--- src/hw/rtl/ehct_pkg.sv ---
`default_nettype none
// ----------------------------------------------------------------------------
// ehct_pkg
// Shared constants, codes and interface types of the edge hit counter table.
// ----------------------------------------------------------------------------
package ehct_pkg;

    localparam int MAX_SLOTS   = 64;
    localparam int COUNT_WIDTH = 64;
    localparam int SLOT_W      = 7;   // one-based slot number, 0..MAX_SLOTS
    localparam int IDX_W       = 6;   // zero-based slot index
    localparam int ID_W        = 64;
    localparam int DATA_W      = 64;
    localparam int ADDR_W      = 5;
    localparam int REQ_W       = 2;
    localparam int STAT_W      = 2;

    localparam logic [1:0] REG_PRODUCER_ENABLE = 2'd0;
    localparam logic [1:0] REG_SLOTS_IN_USE    = 2'd1;
    localparam logic [1:0] REG_LAYOUT_TAG      = 2'd2;

    localparam logic [REQ_W-1:0] REQ_HIT     = 2'd0;
    localparam logic [REQ_W-1:0] REQ_BEGIN   = 2'd1;
    localparam logic [REQ_W-1:0] REQ_END     = 2'd2;
    localparam logic [REQ_W-1:0] REQ_UNKNOWN = 2'd3;

    localparam logic [STAT_W-1:0] STAT_OK       = 2'd0;
    localparam logic [STAT_W-1:0] STAT_INVALID  = 2'd1;
    localparam logic [STAT_W-1:0] STAT_BUSY     = 2'd2;
    localparam logic [STAT_W-1:0] STAT_OVERFLOW = 2'd3;

    typedef struct packed {
        logic              producer_enable;
        logic [SLOT_W-1:0] slots_in_use;
        logic [ID_W-1:0]   layout_tag;
    } t_cfg;

    typedef struct packed {
        logic              req_load;
        logic              mem_rd;
        logic              rd_from_idx;
        logic              hit_write;
        logic              begin_commit;
        logic              end_stop;
        logic              idx_clear;
        logic              idx_inc;
        logic              out_load_single;
        logic              out_load_count;
        logic [STAT_W-1:0] out_status;
    } t_cmd;

    typedef struct packed {
        logic [REQ_W-1:0]  req;
        logic              hit_ok;
        logic [STAT_W-1:0] begin_status;
        logic [STAT_W-1:0] end_status;
        logic              idx_last;
        logic              out_free;
    } t_sts;

endpackage
`default_nettype wire

--- src/hw/rtl/ehct_ctrl.sv ---
`default_nettype none
// ----------------------------------------------------------------------------
// ehct_ctrl
// Sequencer: request decode, counter read-modify-write and slot readout.
// ----------------------------------------------------------------------------
module ehct_ctrl
    import ehct_pkg::*;
(
    input  wire logic i_clk,
    input  wire logic i_rst_n,
    input  wire logic i_in_valid,
    output logic      o_in_ready,
    input  t_sts      i_sts,
    output t_cmd      o_cmd
);

    localparam logic [2:0] S_IDLE   = 3'd0;
    localparam logic [2:0] S_EXEC   = 3'd1;
    localparam logic [2:0] S_HIT_WR = 3'd2;
    localparam logic [2:0] S_RD     = 3'd3;
    localparam logic [2:0] S_RD_OUT = 3'd4;

    logic [2:0] r_state;
    logic [2:0] n_state;

    assign o_in_ready = (r_state == S_IDLE);

    always_ff @(posedge i_clk) begin
        if (!i_rst_n) begin
            r_state <= S_IDLE;
        end else begin
            r_state <= n_state;
        end
    end

    always_comb begin
        n_state = r_state;
        o_cmd   = '0;
        unique case (r_state)
            S_IDLE: begin
                if (i_in_valid) begin
                    o_cmd.req_load = 1'b1;
                    n_state        = S_EXEC;
                end
            end
            S_EXEC: begin
                case (i_sts.req)
                    REQ_HIT: begin
                        if (i_sts.hit_ok) begin
                            o_cmd.mem_rd = 1'b1;
                            n_state      = S_HIT_WR;
                        end else begin
                            n_state = S_IDLE;
                        end
                    end
                    REQ_BEGIN: begin
                        if (i_sts.out_free) begin
                            o_cmd.out_load_single = 1'b1;
                            o_cmd.out_status      = i_sts.begin_status;
                            o_cmd.begin_commit    = (i_sts.begin_status == STAT_OK);
                            n_state               = S_IDLE;
                        end
                    end
                    REQ_END: begin
                        if (i_sts.end_status == STAT_OK) begin
                            o_cmd.end_stop  = 1'b1;
                            o_cmd.idx_clear = 1'b1;
                            n_state         = S_RD;
                        end else if (i_sts.out_free) begin
                            o_cmd.out_load_single = 1'b1;
                            o_cmd.out_status      = i_sts.end_status;
                            o_cmd.end_stop        = (i_sts.end_status == STAT_OVERFLOW);
                            n_state               = S_IDLE;
                        end
                    end
                    default: n_state = S_IDLE;
                endcase
            end
            S_HIT_WR: begin
                o_cmd.hit_write = 1'b1;
                n_state         = S_IDLE;
            end
            S_RD: begin
                o_cmd.mem_rd      = 1'b1;
                o_cmd.rd_from_idx = 1'b1;
                n_state           = S_RD_OUT;
            end
            S_RD_OUT: begin
                if (i_sts.out_free) begin
                    o_cmd.out_load_count = 1'b1;
                    if (i_sts.idx_last) begin
                        n_state = S_IDLE;
                    end else begin
                        o_cmd.idx_inc = 1'b1;
                        n_state       = S_RD;
                    end
                end
            end
            default: n_state = S_IDLE;
        endcase
    end

endmodule
`default_nettype wire
--- config.mk ---
export PLATFORM = sky130hd
export DESIGN_NAME = ehct_ctrl
export DESIGN_NICKNAME = d
export VERILOG_FILES = /design/src/hw/rtl/ehct_pkg.sv /design/src/hw/rtl/ehct_ctrl.sv
export SDC_FILE = /design/constraint.sdc
export NUM_CORES = 1
export LEC_CHECK = 0
export ABC_AREA = 1
export BUFFER_PORTS_ARGS = -buffer_cell sky130_fd_sc_hd__buf_2
export CORE_AREA = 10 10 47 49
export DETAILED_ROUTE_END_ITERATION = 8
export DIE_AREA = 0 0 57 59
export GPL_ROUTABILITY_DRIVEN = 0
export GPL_TIMING_DRIVEN = 1
export MAX_ROUTING_LAYER = met4
export SYNTH_ARGS = -nofsm -noshare
export SYNTH_HDL_FRONTEND = slang
export SYNTH_SLANG_ARGS = --single-unit
--- constraint.sdc ---
create_clock -name i_clk -period 0.85 [get_ports i_clk]
set_input_delay 0.085 -clock i_clk [delete_from_list [all_inputs] [get_ports i_clk]]
set_output_delay 0.085 -clock i_clk [all_outputs]
set_load 0.01 [all_outputs]
==> flow_summary_export.csv <==
group,metric,value,unit
sta,rsz0062_at_grt,"yes",
global_routing,grt_max_degree,8,
yosys,syn_inst,67,
detailed_routing,drc,0,
worst_setup_path,critical_path_class,"reg -> out",
sta,setup_ws,-452,ps
sta,fmax,768,MHz
detailed_routing,vias,583,
floorplan,row_count,14,
layout,max_flop_register,"r_state",
floorplan,die_h,59,um
floorplan,initial_utilization,28.8,%
detailed_routing,routed_wl,1550,um
sta,fin_crit_sh,153,%
cts,clock_latency,230,ps
layout,fillers,129,
detailed_routing,wl_per_cell,12.3,um
layout,largest_reg_flops,3,
yosys,syn_area,404,um2
layout,reg_top3,"r_state (3)",
layout,areaGrowthSynthToFinish,104,%
layout,mostFrequentLayoutCells,"22 x buf_2, 10 x nand2_1, 9 x buf_6",
power,p_per_area,907,nW/um2
detailed_routing,viasPerCell,4.63,
worst_setup_path,cp_max_fo,3,
cts,htreeDepth,1,
layout,diodes,0,
worst_setup_path,critPathArrivalTime,1220,ps
cts,clkSinkCount,3,
worst_setup_path,cp-start-kind,"flop",
yosys,yosysWarnings,0,
power,p_sw,0.000255,W
power,p_clk_share,32.1,%
power,p_leak,0.406,nW
yosys,synth_area_per_cell,6.03,um2
sta,slew_headroom,79.5,%
layout,finish.instance_area,825,um2
sta,worst_pin_slew,305,ps
outcome,status,"complete, but fails checks",
placement,io_buffers,24,
global_routing,antenna_found_initial,0,
power,power_frac_seq,20.2,%
cts,clk_pin_slew,40,ps
power,intPower,0.000494,W
worst_setup_path,critPathCaptureType,"primary output",
outcome,violations,"setup timing",
floorplan,pin_count,25,
global_routing,grt_pass1_wl,2300,um
global_routing,overflow,0,
floorplan,core_region_area,1400,um2
global_routing,first_global_vias,574,
layout,nets,128,
detailed_routing,ant_nets,0,
power,vdd_drop_max,0.730,mV
layout,layout_commonest_cell,"buf_2",
placement,place_area,621,um2
sta,fin_crit,1300,ps
power,p_sw_share,34.0,%
sta,drv_slew,0,
sta,clock_skew,1.94,ps
cts,clk_path_buf_depth,2,
yosys,yosysSeqAreaShare,14.9,%
worst_setup_path,worst_ep_required_time,760,ps
power,power,0.000748,W
yosys,synthTopCellsByArea,"ha_1 15%, dfxtp_1 15%, nand2_1 13%",
worst_hold_path,worst_hold_path_type,"in -> reg",
yosys,syn-num-nets,84,
job,maxCapViolCount,0,
power,p_comb_share,47.7,%
sta,final.hold.worst_slack,93.6,ps
global_routing,grt_usage,8.12,%
yosys,ys_types,18,
detailed_routing,dr.first_iter.drc_count,8,
placement,dp_hpwl,1100,um
layout,layout-drive-gt1-share,66.4,%
yosys,synth_seq_cells,3,
floorplan,die_x,57,um
detailed_routing,firstDrtPassIters,4,
yosys,synth_top_area_cell,"ha_1",
floorplan,dieArea,3360,um2
cts,cts_made_buffers,3,
cts,cts_tree,"done",
yosys,synth_top_area_share,15.5,%
sta,setup_viol,16,
sta,hold_viol,0,
cts,clock-root-buffer,"clkbuf_4",
==> power by group through the flow <==
stage	Combinational (W)	Clock (W)	Sequential [W]
after CTS	0.000278	0.000254	0.000153
after floorplan	0.000122	0	0.000156
final	0.000357	0.000240	0.000151
after detailed placement	0.000219	0	0.000156
after global routing	0.000387	0.000256	0.000151
after global placement	0.000219	0	0.000156
==> critical path, stage by stage, from the launching register on <==
cell	delay, ps
dfxtp_2	330
inv_2	50
nor2_4	140
nand4_1	170
a21oi_1	150
buf_2	150
==> area by class of cell <==
| type | count | area [um2] | area share (%) |
|---|---|---|---|
| Multi-Input combinational cell | 52 | 390 | 47.3 |
| Timing Repair Buffer | 39 | 272 | 32.9 |
| Sequential cell | 3 | 66.3 | 8.04 |
| Inverter | 12 | 50.0 | 6.07 |
| Clock buffer | 4 | 26.3 | 3.19 |
| Tap cell | 16 | 20.0 | 2.43 |
==> cells in the mapped netlist <==
cell type and count:
inv_1 11, a21oi_1 6, nor2_1 8, nor3_1 2, o21a_1 1, nand2_4 1
ha_1 5, and3_1 1, nand2_1 14, o21ai_1 1, nand4_1 3, inv_2 1
nor4_1 1, o21ai_0 3, dfxtp_1 3, nand3_1 3, o22ai_1 1, nor2_4 2
==> routing by layer <==
layer	vias to the layer above	part of all wire [%]	GRT usage (%)
li1	304	-	-
met3	2	2.3	0.215
met5	-	0	-
met1	263	41	8.63
met2	14	57	15.5
met4	0	0.13	3.02
==> what timing repair did <==
action,in CTS,in global routing
cloned,0,0
gates resized for setup,17,18
endpoints found under the setup margin,16,16
endpoints found under the hold margin,0,0
pin swaps,1,4
setup buffers,4,4
hold buffers,0,0
==> cell families after synthesis <==
kind of cell | count (synthesis) | share of synthesized area, %
flip-flops | 3 | 14.9
AND/OR/NAND/NOR | 35 | 42.7
buffers and inverters | 12 | 11.1
AO/OA/AOI/OAI | 12 | 15.8
adder cells (fa/ha/maj) | 5 | 15.5
==> stage by stage <==
step	instances	worst slack, ps	setup TNS (ps)	utilization (%)
6_report	126	-452	-5470	58.8
3_5_place_dp	114	-244	-2370	44.3
4_1_cts	122	-434	-5010	51.8
5_1_grt	126	-512	-6560	58.8
3_3_place_gp	114	-224	-2380	44.3
2_1_floorplan	67	-107	-380	-
==> path summary, 6_finish.rpt <==
| check | start | endpoint | slack [ps] | cells after the start |
|---|---|---|---|---|
| max reg2reg | r_state[0] | r_state[0] | -330 | 8 |
| min | i_rst_n | r_state[2] | 90 | 2 |
| min reg2reg | r_state[1] | r_state[1] | 610 | 3 |
| max | r_state[0] | o_cmd[3] | -450 | 5 |
Note: power is estimated with default switching activity, not from simulation.
