<file path="config.mk">
export PLATFORM = sky130hd
export DESIGN_NAME = ehct_regs
export DESIGN_NICKNAME = d
export VERILOG_FILES = /design/src/hw/rtl/ehct_pkg.sv /design/src/hw/rtl/ehct_regs.sv
export SDC_FILE = /design/constraint.sdc
export NUM_CORES = 1
export LEC_CHECK = 0
export BUFFER_PORTS_ARGS = -buffer_cell sky130_fd_sc_hd__buf_2
export CORE_UTILIZATION = 46
export DETAILED_ROUTE_END_ITERATION = 12
export PLACE_DENSITY = 0.85
export SKIP_CTS_REPAIR_TIMING = 1
export SLEW_MARGIN = 25
export SYNTH_ARGS = -nofsm -noshare
export SYNTH_HDL_FRONTEND = slang
export SYNTH_SLANG_ARGS = --single-unit
</file>
<file path="constraint.sdc">
create_clock -name i_clk -period 2.7 [get_ports i_clk]
set_input_delay 0.405 -clock i_clk [delete_from_list [all_inputs] [get_ports i_clk]]
set_output_delay 0.405 -clock i_clk [all_outputs]
set_load 0.005 [all_outputs]
</file>
<file path="src/hw/rtl/ehct_pkg.sv">
`default_nettype none
// ----------------------------------------------------------------------------
// ehct_pkg
// Shared constants, codes and interface types of the edge hit counter table.
// ----------------------------------------------------------------------------
package ehct_pkg;

    localparam int MAX_SLOTS   = 64;
    localparam int COUNT_WIDTH = 64;
    localparam int SLOT_W      = 7;   // one-based slot number, 0..MAX_SLOTS
    localparam int IDX_W       = 6;   // zero-based slot index
    localparam int ID_W        = 64;
    localparam int DATA_W      = 64;
    localparam int ADDR_W      = 5;
    localparam int REQ_W       = 2;
    localparam int STAT_W      = 2;

    localparam logic [1:0] REG_PRODUCER_ENABLE = 2'd0;
    localparam logic [1:0] REG_SLOTS_IN_USE    = 2'd1;
    localparam logic [1:0] REG_LAYOUT_TAG      = 2'd2;

    localparam logic [REQ_W-1:0] REQ_HIT     = 2'd0;
    localparam logic [REQ_W-1:0] REQ_BEGIN   = 2'd1;
    localparam logic [REQ_W-1:0] REQ_END     = 2'd2;
    localparam logic [REQ_W-1:0] REQ_UNKNOWN = 2'd3;

    localparam logic [STAT_W-1:0] STAT_OK       = 2'd0;
    localparam logic [STAT_W-1:0] STAT_INVALID  = 2'd1;
    localparam logic [STAT_W-1:0] STAT_BUSY     = 2'd2;
    localparam logic [STAT_W-1:0] STAT_OVERFLOW = 2'd3;

    typedef struct packed {
        logic              producer_enable;
        logic [SLOT_W-1:0] slots_in_use;
        logic [ID_W-1:0]   layout_tag;
    } t_cfg;

    typedef struct packed {
        logic              req_load;
        logic              mem_rd;
        logic              rd_from_idx;
        logic              hit_write;
        logic              begin_commit;
        logic              end_stop;
        logic              idx_clear;
        logic              idx_inc;
        logic              out_load_single;
        logic              out_load_count;
        logic [STAT_W-1:0] out_status;
    } t_cmd;

    typedef struct packed {
        logic [REQ_W-1:0]  req;
        logic              hit_ok;
        logic [STAT_W-1:0] begin_status;
        logic [STAT_W-1:0] end_status;
        logic              idx_last;
        logic              out_free;
    } t_sts;

endpackage
`default_nettype wire

</file>
<file path="src/hw/rtl/ehct_regs.sv">
`default_nettype none
// ----------------------------------------------------------------------------
// ehct_regs
// APB-style configuration registers: producer enable, slot count, layout tag.
// ----------------------------------------------------------------------------
module ehct_regs
    import ehct_pkg::*;
(
    input  wire logic              i_clk,
    input  wire logic              i_rst_n,
    input  wire logic              psel,
    input  wire logic              penable,
    input  wire logic              pwrite,
    input  wire logic [ADDR_W-1:0] paddr,
    input  wire logic [DATA_W-1:0] pwdata,
    output logic      [DATA_W-1:0] prdata,
    output logic                   pready,
    output t_cfg                   o_cfg
);

    t_cfg       r_cfg;
    logic       wr_en;
    logic [1:0] reg_sel;

    assign pready  = 1'b1;
    assign wr_en   = psel && penable && pwrite;
    assign reg_sel = paddr[4:3];
    assign o_cfg   = r_cfg;

    always_ff @(posedge i_clk) begin
        if (!i_rst_n) begin
            r_cfg <= '0;
        end else if (wr_en) begin
            unique case (reg_sel)
                REG_PRODUCER_ENABLE: r_cfg.producer_enable <= pwdata[0];
                REG_SLOTS_IN_USE:    r_cfg.slots_in_use    <= pwdata[SLOT_W-1:0];
                REG_LAYOUT_TAG:      r_cfg.layout_tag      <= pwdata[ID_W-1:0];
                default: ;
            endcase
        end
    end

    always_comb begin
        unique case (reg_sel)
            REG_PRODUCER_ENABLE: prdata = {{(DATA_W-1){1'b0}}, r_cfg.producer_enable};
            REG_SLOTS_IN_USE:    prdata = {{(DATA_W-SLOT_W){1'b0}}, r_cfg.slots_in_use};
            REG_LAYOUT_TAG:      prdata = r_cfg.layout_tag;
            default:             prdata = '0;
        endcase
    end

endmodule
`default_nettype wire

</file>
==> metrics.cfg, run 1 <==
[logic_synthesis]
async_reset_ff_share_pct=0
yosysMostFrequentCell=sky130_fd_sc_hd__nand2_1
synthesis.instances=383
synth_top_flop_cell=sky130_fd_sc_hd__dfxtp_1
synth.yosys.seq_area_share_pct=42.5
syn_nets=457
yosysUniqueCellTypes=19
post_synth_main_area_contributors=sky130_fd_sc_hd__dfxtp_1, sky130_fd_sc_hd__mux2i_1, sky130_fd_sc_hd__nand2_1
yosys-top-cells-count=sky130_fd_sc_hd__nand2_1, sky130_fd_sc_hd__dfxtp_1, sky130_fd_sc_hd__mux2i_1
mappedNetlistArea_um2=3390
netlist.area_leader.share_pct=42.5
yosysWarningCount=0
avgSynthCellArea_um2=8.86
synth-seq-cells=72
edff_count_synth=0
synth.largest_area_cell=sky130_fd_sc_hd__dfxtp_1

[die]
floorplan.die_area_um2=7720
io_pins=211
dieHeight_um=87.9
overall_die_width_um=87.9
coreArea_um2=6940
fp-row-count=30
initial_core_util_pct=48.8

[sta]
timing.setup.tns_ns=0
worst_slew_pin_tran_ns=0.567
unrepaired_setup_endpoints_after_global_routing=false
setup_viol=0
slew_viol_final=0
skew_ns=0
fmax_ghz=0.535
relSlewSlack_pct=62.2
min_period_ns=1.87
timing.final.hold_violations=0
share_of_the_cycle_needed_by_the_critical_path_after_routing_pct=69.2
holdWs_ns=0.313

[detailed_routing]
postRouteAntennaNets=0
detailedRoute.firstIterationViolations=63
vias_per_cell=4.78
tritonroute_pass_1_iters=4
vias=3231
finalWirelength_mm=8.34
routedWlPerCell_um=12.3
drc_errors=0

[final_layout]
drive_above_1_share_pct=39.5
syn_to_final_growth_pct=36.2
largest_reg_flops=72
finish.net_count=649
diodes=0
layout.filler_cells=586
regArea_um2=1440
multi_input_comb_area_um2=1720

[clock_network]
worst_setup_hold_path_clk_slew_ns=0.08
cts_htree_levels=3
clock-root-buffer=sky130_fd_sc_hd__clkbuf_8
clock_sink_count=72
clkLatencyLatePin_ns=0.33
cts_tree=yes
numCtsBuffers=9
cts-root-to-sink-buffers=2

[global_route]
grt_pass1_vias=2778
grt_usage_pct=20.2
maximum_number_of_pins_on_one_net_before_global_route_repair=78
grt_antenna_before_repair=0
total_gr_overflow=0
global_route_wire_length_before_repair_mm=12.3

[place]
place_congestion=0.801
post-dp-hpwl_mm=6.24
port_buffers=206

[critical_path]
timing.critical_path.buf_inv=3
cpPeakStageDelay_ns=0.36
slowest_stage=sky130_fd_sc_hd__nor2b_4
worstPathArrival_ns=1.46
critical_path.most_common_cell=sky130_fd_sc_hd__buf_2
series_of_cell_instances_along_the_critical_path=buf_2 -> nor2b_4 -> buf_12 -> nand2_1 -> o21ai_0 -> buf_2
criticalPathCategory=primary input to output port
worstPathRequired_ns=2.30
critical_path.top_delay_family=buffers and inverters
cp-start-kind=primary input
critical_path_peak_fanout=49
worstSetupEndpointType=output port

[worst_hold_path]
holdCritPathClass=primary input to flip-flop

[flow_run]
cap_viol_max_count=0

[pwr]
power.static_leakage_nw=2.33
power_per_cell_area_nw_per_um2=483
peakVddDrop_mv=0.307

[status]
run_status=finished clean

==> cells by family after synthesis <==
kind of cell,Yosys count,synth area share (%)
AO/OA/AOI/OAI,9,2.21
AND/OR/NAND/NOR,198,26.9
buffers and inverters,31,7.05
other,1,0.111
multiplexers,72,21.2
flip-flops,72,42.5
==> metal layers <==
layer | up-vias | global-route usage [%] | wire length (um)
met5 | - | 0 | 0
met4 | 0 | 7.90 | 114
met3 | 10 | 3.96 | 501
met2 | 125 | 38.3 | 4300
met1 | 1483 | 21.9 | 3430
li1 | 1613 | - | -
==> power by group <==
| group | switching (mW) | internal, mW | leakage [nW] |
|---|---|---|---|
| combinational | 0.0960 | 0.0828 | 1.64 |
| clock | 0.372 | 0.598 | 0.117 |
| sequential | 0.00966 | 1.08 | 0.581 |
| total | 0.478 | 1.76 | 2.33 |
==> final timing paths <==
| kind | cells after the start | start | end | slack, ns |
|---|---|---|---|---|
| setup / recovery | 6 | paddr[4] | prdata[0] | 0.83 |
| hold / removal | 3 | pwdata[21] | o_cfg[21] | 0.31 |
| setup reg to reg | 2 | o_cfg[71] | o_cfg[71] | 2.03 |
| hold reg to reg | 2 | o_cfg[26] | o_cfg[26] | 0.46 |
==> per-stage QoR <==
step / util [%] / cells / total power [mW] / cell area, um^2 / setup WS [ns]
2_1_floorplan: - / 383 / 1.21 / 3390 / 1.23
3_3_place_gp: 63.2 / 660 / 1.28 / 4390 / 0.858
3_5_place_dp: 63.2 / 660 / 1.29 / 4390 / 0.817
4_1_cts: 66.5 / 676 / 2.26 / 4620 / 0.816
5_1_grt: 66.5 / 676 / 2.32 / 4620 / 0.719
6_report: 66.5 / 676 / 2.23 / 4620 / 0.831
==> area by class of cell <==
| cell class | count | area share (%) |
|---|---|---|
| clock buffer | 14 | 3.74 |
| clock inverter | 2 | 1.30 |
| timing repair buffer | 212 | 23.9 |
| tap | 96 | 2.60 |
| sequential | 72 | 31.2 |
| multi-input combinational | 280 | 37.3 |
==> worst reg2reg max path: cells and delay by family (launching register included) <==
family          cells  cell delay, ns
flops               1            0.34
compound gates      2            0.24
==> cell usage in the layout, fill, tap and decap left out, types with 2 or more instances in the layout <==
cell                        instances
sky130_fd_sc_hd__buf_4              5
sky130_fd_sc_hd__nand2_1          136
sky130_fd_sc_hd__mux2i_1           72
sky130_fd_sc_hd__and2_1            57
sky130_fd_sc_hd__buf_2            205
sky130_fd_sc_hd__clkbuf_1           2
sky130_fd_sc_hd__clkbuf_8          12
sky130_fd_sc_hd__buf_12             2
sky130_fd_sc_hd__a22o_1             6
sky130_fd_sc_hd__dfxtp_1           72
sky130_fd_sc_hd__bufinv_16          2
No activity file was read; power rests on OpenSTA's default activity.
==> inputs of run 2 (changes only) <==
- ABC_AREA: not set -> 1
- CORE_UTILIZATION: 46 -> 45
- PLACE_DENSITY: 0.85 -> 0.81
- clock period: 2.7 -> 1.95 ns (I/O delays scaled with it)
==> run 2 against run 1 <==
  * Global-route usage rose by 2.5 points
  * First-iteration DRC count rose by 150%
  * Core utilization fell by 3.2 points
  * Clock power rose by 48%
  * Non-clock buffer count rose by 1
  * Critical path type unchanged
  * Largest power group unchanged
==> metrics.cfg, run 2 <==
[critical_path]
cpPeakStageDelay_ns=0.24  ; -0.12 ns
worstPathArrival_ns=1.23  ; -0.23 ns
series_of_cell_instances_along_the_critical_path=buf_2 -> inv_2 -> nand2_4 -> buf_12 -> nor2_1 -> buf_2
critical_path.most_common_cell=sky130_fd_sc_hd__buf_2
critical_path_peak_fanout=40  ; -18%
slowest_stage=sky130_fd_sc_hd__nand2_4
cp-start-kind=primary input
worstPathRequired_ns=1.66  ; -0.64 ns
worstSetupEndpointType=output port
criticalPathCategory=primary input to output port

[final_layout]
post_layout_nonfiller_instances=905  ; +34%
layout.cells.most_common_list=sky130_fd_sc_hd__buf_2, sky130_fd_sc_hd__nor2_1, sky130_fd_sc_hd__inv_1
final_common_cell=sky130_fd_sc_hd__buf_2
largest_reg_flops=72  ; unchanged
final_cell_area_um2=4990  ; +8.1%
diodes=0  ; unchanged
drive_above_1_share_pct=29.3  ; -10 points
syn_to_final_growth_pct=33.2
finish.net_count=872  ; +34%

[logic_synthesis]
synth_top_flop_cell=sky130_fd_sc_hd__dfxtp_1
avgSynthCellArea_um2=6.15  ; -31%
yosysMostFrequentCell=sky130_fd_sc_hd__nor2_1
synth.largest_area_cell=sky130_fd_sc_hd__dfxtp_1
yosys-top-cells-count=sky130_fd_sc_hd__nor2_1, sky130_fd_sc_hd__inv_1, sky130_fd_sc_hd__nand2_1
synth-seq-cells=72  ; unchanged
yosysUniqueCellTypes=16  ; -3
edff_count_synth=0  ; unchanged
mappedNetlistArea_um2=3750  ; +11%
synth.yosys.seq_area_share_pct=38.5  ; -4.0 points
post_synth_main_area_contributors=sky130_fd_sc_hd__dfxtp_1, sky130_fd_sc_hd__nor2_1, sky130_fd_sc_hd__inv_1
yosysWarningCount=0  ; unchanged
netlist.area_leader.share_pct=38.5  ; -4.0 points
async_reset_ff_share_pct=0  ; unchanged
synthesis.instances=610  ; +59%
syn_nets=684  ; +50%

[global_route]
grt_antenna_before_repair=0  ; unchanged
global_route_wire_length_before_repair_mm=15.8  ; +29%
grt_usage_pct=22.8  ; +2.5 points
maximum_number_of_pins_on_one_net_before_global_route_repair=74  ; -5.1%
grt_pass1_vias=3526  ; +27%
total_gr_overflow=0  ; unchanged

[detailed_routing]
detailedRoute.firstIterationViolations=157  ; +150%
routedWlPerCell_um=11.2  ; -9.3%
vias=4148  ; +28%
drc_errors=0  ; unchanged
postRouteAntennaNets=0  ; unchanged
tritonroute_pass_1_iters=4  ; unchanged
finalWirelength_mm=10.1  ; +21%
vias_per_cell=4.58  ; -4.1%

[sta]
min_period_ns=1.52
worst_slew_pin_tran_ns=0.495  ; -0.0713 ns
timing.setup.tns_ns=0  ; unchanged
relSlewSlack_pct=66.9  ; +4.6 points
holdWs_ns=0.267  ; -0.0462 ns
unrepaired_setup_endpoints_after_global_routing=false
skew_ns=0  ; unchanged
share_of_the_cycle_needed_by_the_critical_path_after_routing_pct=78.1
timing.final.hold_violations=0  ; unchanged
slew_viol_final=0  ; unchanged
fmax_ghz=0.657
setup_viol=0  ; unchanged

[place]
place_area_um2=4750  ; +8.2%
post-dp-hpwl_mm=7.29  ; +17%
port_buffers=206  ; unchanged
place_congestion=0.775  ; -3.2%
placedCellCount=889  ; +35%

[clock_network]
clock_sink_count=72  ; unchanged
cts-root-to-sink-buffers=2  ; unchanged
worst_setup_hold_path_clk_slew_ns=0.08  ; about the same
numCtsBuffers=9  ; unchanged
cts_tree=yes
clock-root-buffer=sky130_fd_sc_hd__clkbuf_8
clkLatencyLatePin_ns=0.33  ; about the same
cts_htree_levels=3  ; unchanged

[pwr]
power.static_leakage_nw=2.81  ; +20%
peakVddDrop_mv=0.421  ; +37%
power_per_cell_area_nw_per_um2=670  ; +39%

[die]
floorplan.die_area_um2=8700  ; +13%
io_pins=211  ; unchanged
dieHeight_um=93.3  ; +6.1%
overall_die_width_um=93.3  ; +6.1%
fp-row-count=32  ; +6.7%
initial_core_util_pct=47.5  ; -1.3 points
coreArea_um2=7890  ; +14%

[status]
run_status=finished clean

[flow_run]
cap_viol_max_count=0  ; unchanged

[worst_hold_path]
holdCritPathClass=primary input to flip-flop

[run 2: cell count changes after synthesis, sizes merged, moves of 2 or more]
cell / change
nor3b: -2
clkbuf: -18
mux2i: -72
a22o: -6
inv: +124
nand2: -40
and2: -57
nand3: +73
buf: +23
nor2: +206
nor2b: -2
[run 2: final timing paths]
path	cells past startpoint	end	start	slack (ns)
max	6	prdata[52]	paddr[3]	0.43
min	5	o_cfg[22]	pwdata[22]	0.27
max reg2reg	2	o_cfg[62]	o_cfg[62]	1.30
min reg2reg	2	o_cfg[42]	o_cfg[42]	0.50
[run 2: logic make-up after synthesis]
kind of cell / after synthesis / synth area share, %
compound gates: 1 / 0.133
buf+inv: 160 / 19.9
flops: 72 / 38.5
other cells: 1 / 0.100
simple gates: 376 / 41.5
[run 2: final cells by class]
| cell class | instances | area, um^2 |
|---|---|---|
| Clock inverter | 5 | 104 |
| Multi-Input combinational cell | 378 | 1570 |
| Inverter | 124 | 465 |
| Fill cell | 724 | 2890 |
| Clock buffer | 11 | 141 |
| Tap cell | 102 | 128 |
| Sequential cell | 72 | 1440 |
| Timing Repair Buffer | 213 | 1150 |
[run 2: layer usage]
metal	global-route usage, %	wire length [um]	up-vias
li1	-	-	2134
met1	26.3	4220	1838
met2	41.5	5060	156
met3	3.98	650	20
met4	8.72	199	0
met5	0	0	-
[run 2: power by group]
group / internal, mW / switching (mW) / total, mW
logic: 0.159 / 0.218 / 0.376
registers: 1.50 / 0.0258 / 1.53
clock network: 0.886 / 0.557 / 1.44
total: 2.55 / 0.800 / 3.35
[run 2: critical path: cells and delay by family]
family	cells	cell delay [ns]
buf+inv	4	0.62
simple gates	2	0.31
[run 2: through the flow]
stage,setup WS [ns],util [%],total power [mW]
6_report,0.427,63.3,3.35
3_5_place_dp,0.413,60.2,1.94
2_1_floorplan,0.810,-,1.79
4_1_cts,0.415,63.3,3.38
3_3_place_gp,0.455,60.2,1.93
5_1_grt,0.354,63.3,3.49
==> inputs of run 3 (changes only) <==
- CORE_UTILIZATION: 45 -> 40
- PLACE_DENSITY: 0.81 -> 0.76
- clock period: 1.95 -> 1.3 ns (I/O delays scaled with it)
==> run 3 against run 2 <==
  * Critical endpoint is now prdata[7]
  * Core utilization decreased by 6.4 points
  * Setup slack got worse by 0.34 ns
  * Largest cell class unchanged
  * Combinational power increased by 52%
  * Final cell count increased by 1.2%
  * Routed wire length decreased by 2.9%
  * First-iteration DRC count decreased by 31%
==> metrics.cfg, run 3 (synthesis gave the netlist of run 2 again) <==
[status]
run_status=finished clean

[critical_path]
setup.worst_path.end=prdata[7]
critical_path_peak_fanout=18  ; -55%
timing.critical_path.depth=6  ; unchanged
slowest_stage=sky130_fd_sc_hd__buf_4
r2r_end=o_cfg[1]
worstPathRequired_ns=1.11  ; -0.55 ns
cp-start-kind=primary input
ff2ff_setup_slack_ns=0.66  ; -0.64 ns
series_of_cell_instances_along_the_critical_path=buf_2 -> inv_2 -> nand2_4 -> buf_4 -> nor2_1 -> buf_2
r2r-start=o_cfg[1]
cpPeakStageDelay_ns=0.25  ; about the same
criticalPathCategory=primary input to output port
critical_path.top_delay_family=buffers and inverters
critical_path.most_common_cell=sky130_fd_sc_hd__buf_2
timing.critical_path.buf_inv=4  ; unchanged
worstPathArrival_ns=1.02  ; -0.21 ns
worstSetupEndpointType=output port
critical_path_launch_point=paddr[3]
ff2ff_path_depth=2  ; unchanged

[detailed_routing]
routedWlPerCell_um=10.7  ; -4.1%
vias_per_cell=4.42  ; -3.6%
drc_errors=0  ; unchanged
postRouteAntennaNets=0  ; unchanged
tritonroute_pass_1_iters=4  ; unchanged
vias=4049  ; -2.4%
finalWirelength_mm=9.83  ; -2.9%
detailedRoute.firstIterationViolations=108  ; -31%

[place]
place_congestion=0.766  ; -1.3%
port_buffers=206  ; unchanged
placedCellCount=900  ; +1.2%
post-dp-hpwl_mm=7.15  ; -1.9%

[sta]
skew_ns=0  ; unchanged
timing.final.hold_violations=0  ; unchanged
slew_viol_final=0  ; unchanged
setup_viol=0  ; unchanged
unrepaired_setup_endpoints_after_global_routing=false
timing.setup.tns_ns=0  ; unchanged
min_period_ns=1.21
share_of_the_cycle_needed_by_the_critical_path_after_routing_pct=93.4
fmax_ghz=0.824

[clock_network]
clock_sink_count=72  ; unchanged
cts-root-to-sink-buffers=2  ; unchanged
clkLatencyLatePin_ns=0.34  ; about the same
clock-root-buffer=sky130_fd_sc_hd__clkbuf_8
cts_htree_levels=3  ; unchanged
worst_setup_hold_path_clk_slew_ns=0.09  ; about the same
numCtsBuffers=9  ; unchanged
cts_tree=yes

[final_layout]
post_layout_nonfiller_instances=916  ; +1.2%
final_common_cell=sky130_fd_sc_hd__buf_2
drive_above_1_share_pct=29.7  ; +0.44 points
syn_to_final_growth_pct=35.0
largest_reg_flops=72  ; unchanged
finish.net_count=877  ; +0.57%
layout.cells.most_common_list=sky130_fd_sc_hd__buf_2, sky130_fd_sc_hd__nor2_1, sky130_fd_sc_hd__inv_1
diodes=0  ; unchanged

[global_route]
grt_pass1_vias=3377  ; -4.2%
total_gr_overflow=0  ; unchanged
global_route_wire_length_before_repair_mm=15.8  ; about the same
grt_usage_pct=20.2  ; -2.6 points
grt_antenna_before_repair=1  ; +1
maximum_number_of_pins_on_one_net_before_global_route_repair=73  ; -1.4%

[die]
floorplan.die_area_um2=9760  ; +12%
overall_die_width_um=98.8  ; +5.9%
io_pins=211  ; unchanged
dieHeight_um=98.8  ; +5.9%
coreArea_um2=8890  ; +13%
initial_core_util_pct=42.2  ; -5.4 points
fp-row-count=34  ; +6.3%

[pwr]
peakVddDrop_mv=0.513  ; +22%
power_per_cell_area_nw_per_um2=1000  ; +50%
power.static_leakage_nw=2.84  ; +1.1%
power.total_mw=5.09  ; +52%

[flow_run]
cap_viol_max_count=0  ; unchanged

[worst_hold_path]
holdCritPathClass=primary input to flip-flop

==> run 3: cell types whose count changed in the layout (fill, tap and decap cells not counted), sizes merged <==
| cell | change |
|---|---|
| buf | +5 |
| clkbuf | +1 |
| clkinv | -2 |
| inv | +1 |
==> run 3: worst min path at each step <==
stage / start / endpoint / slack, ns / cells after the start
floorplan: pwdata[60] / o_cfg[60] / 0.41 / 4
global route: pwdata[35] / o_cfg[35] / 0.17 / 5
detailed placement: o_cfg[59] / o_cfg[59] / 0.49 / 2
finish: pwdata[57] / o_cfg[57] / 0.17 / 5
CTS: pwdata[41] / o_cfg[41] / 0.15 / 5
global placement: o_cfg[27] / o_cfg[27] / 0.48 / 2
==> run 3: final cells by class <==
| type | instances | area, um^2 |
|---|---|---|
| clock buffer | 12 | 155 |
| clock inverter | 4 | 98.8 |
| fill | 970 | 3830 |
| inverter | 124 | 465 |
| multi-input combinational | 378 | 1570 |
| sequential | 72 | 1440 |
| tap | 108 | 135 |
| timing repair buffer | 218 | 1200 |
==> run 3: metal layers <==
metal  routed length (um)  part of all wire [%]  vias to the layer above  track usage (%)
li1                     -                     -                     2140                -
met1                 4340                    44                     1764             24.7
met2                 4760                    48                      132             35.0
met3                  642                   6.5                       11             5.82
met4                   74                  0.75                        2             4.59
met5                   13                  0.13                        -                0
==> run 3: report_power, final <==
| group | switching (mW) | internal, mW | total [mW] | leakage (nW) |
|---|---|---|---|---|
| clock network | 0.834 | 1.39 | 2.22 | 0.127 |
| logic | 0.323 | 0.248 | 0.571 | 2.13 |
| registers | 0.0386 | 2.25 | 2.29 | 0.583 |
==> run 3: per-stage QoR <==
stage | area, um^2 | util [%] | setup slack [ns] | hold WS (ns)
floorplan | 3750 | - | 0.355 | 0.414
global placement | 4810 | 54.1 | 0.0893 | 0.484
detailed placement | 4810 | 54.1 | 0.0676 | 0.492
CTS | 5060 | 56.9 | 0.0718 | 0.149
global route | 5060 | 56.9 | 0.0207 | 0.173
finish | 5060 | 56.9 | 0.0862 | 0.168
==> run 3: worst register-to-register path, cell delays in order, from the launching register on <==
cell                      delay [ns]
sky130_fd_sc_hd__dfxtp_1        0.35
sky130_fd_sc_hd__nor2_1         0.13
sky130_fd_sc_hd__nor2_1         0.05
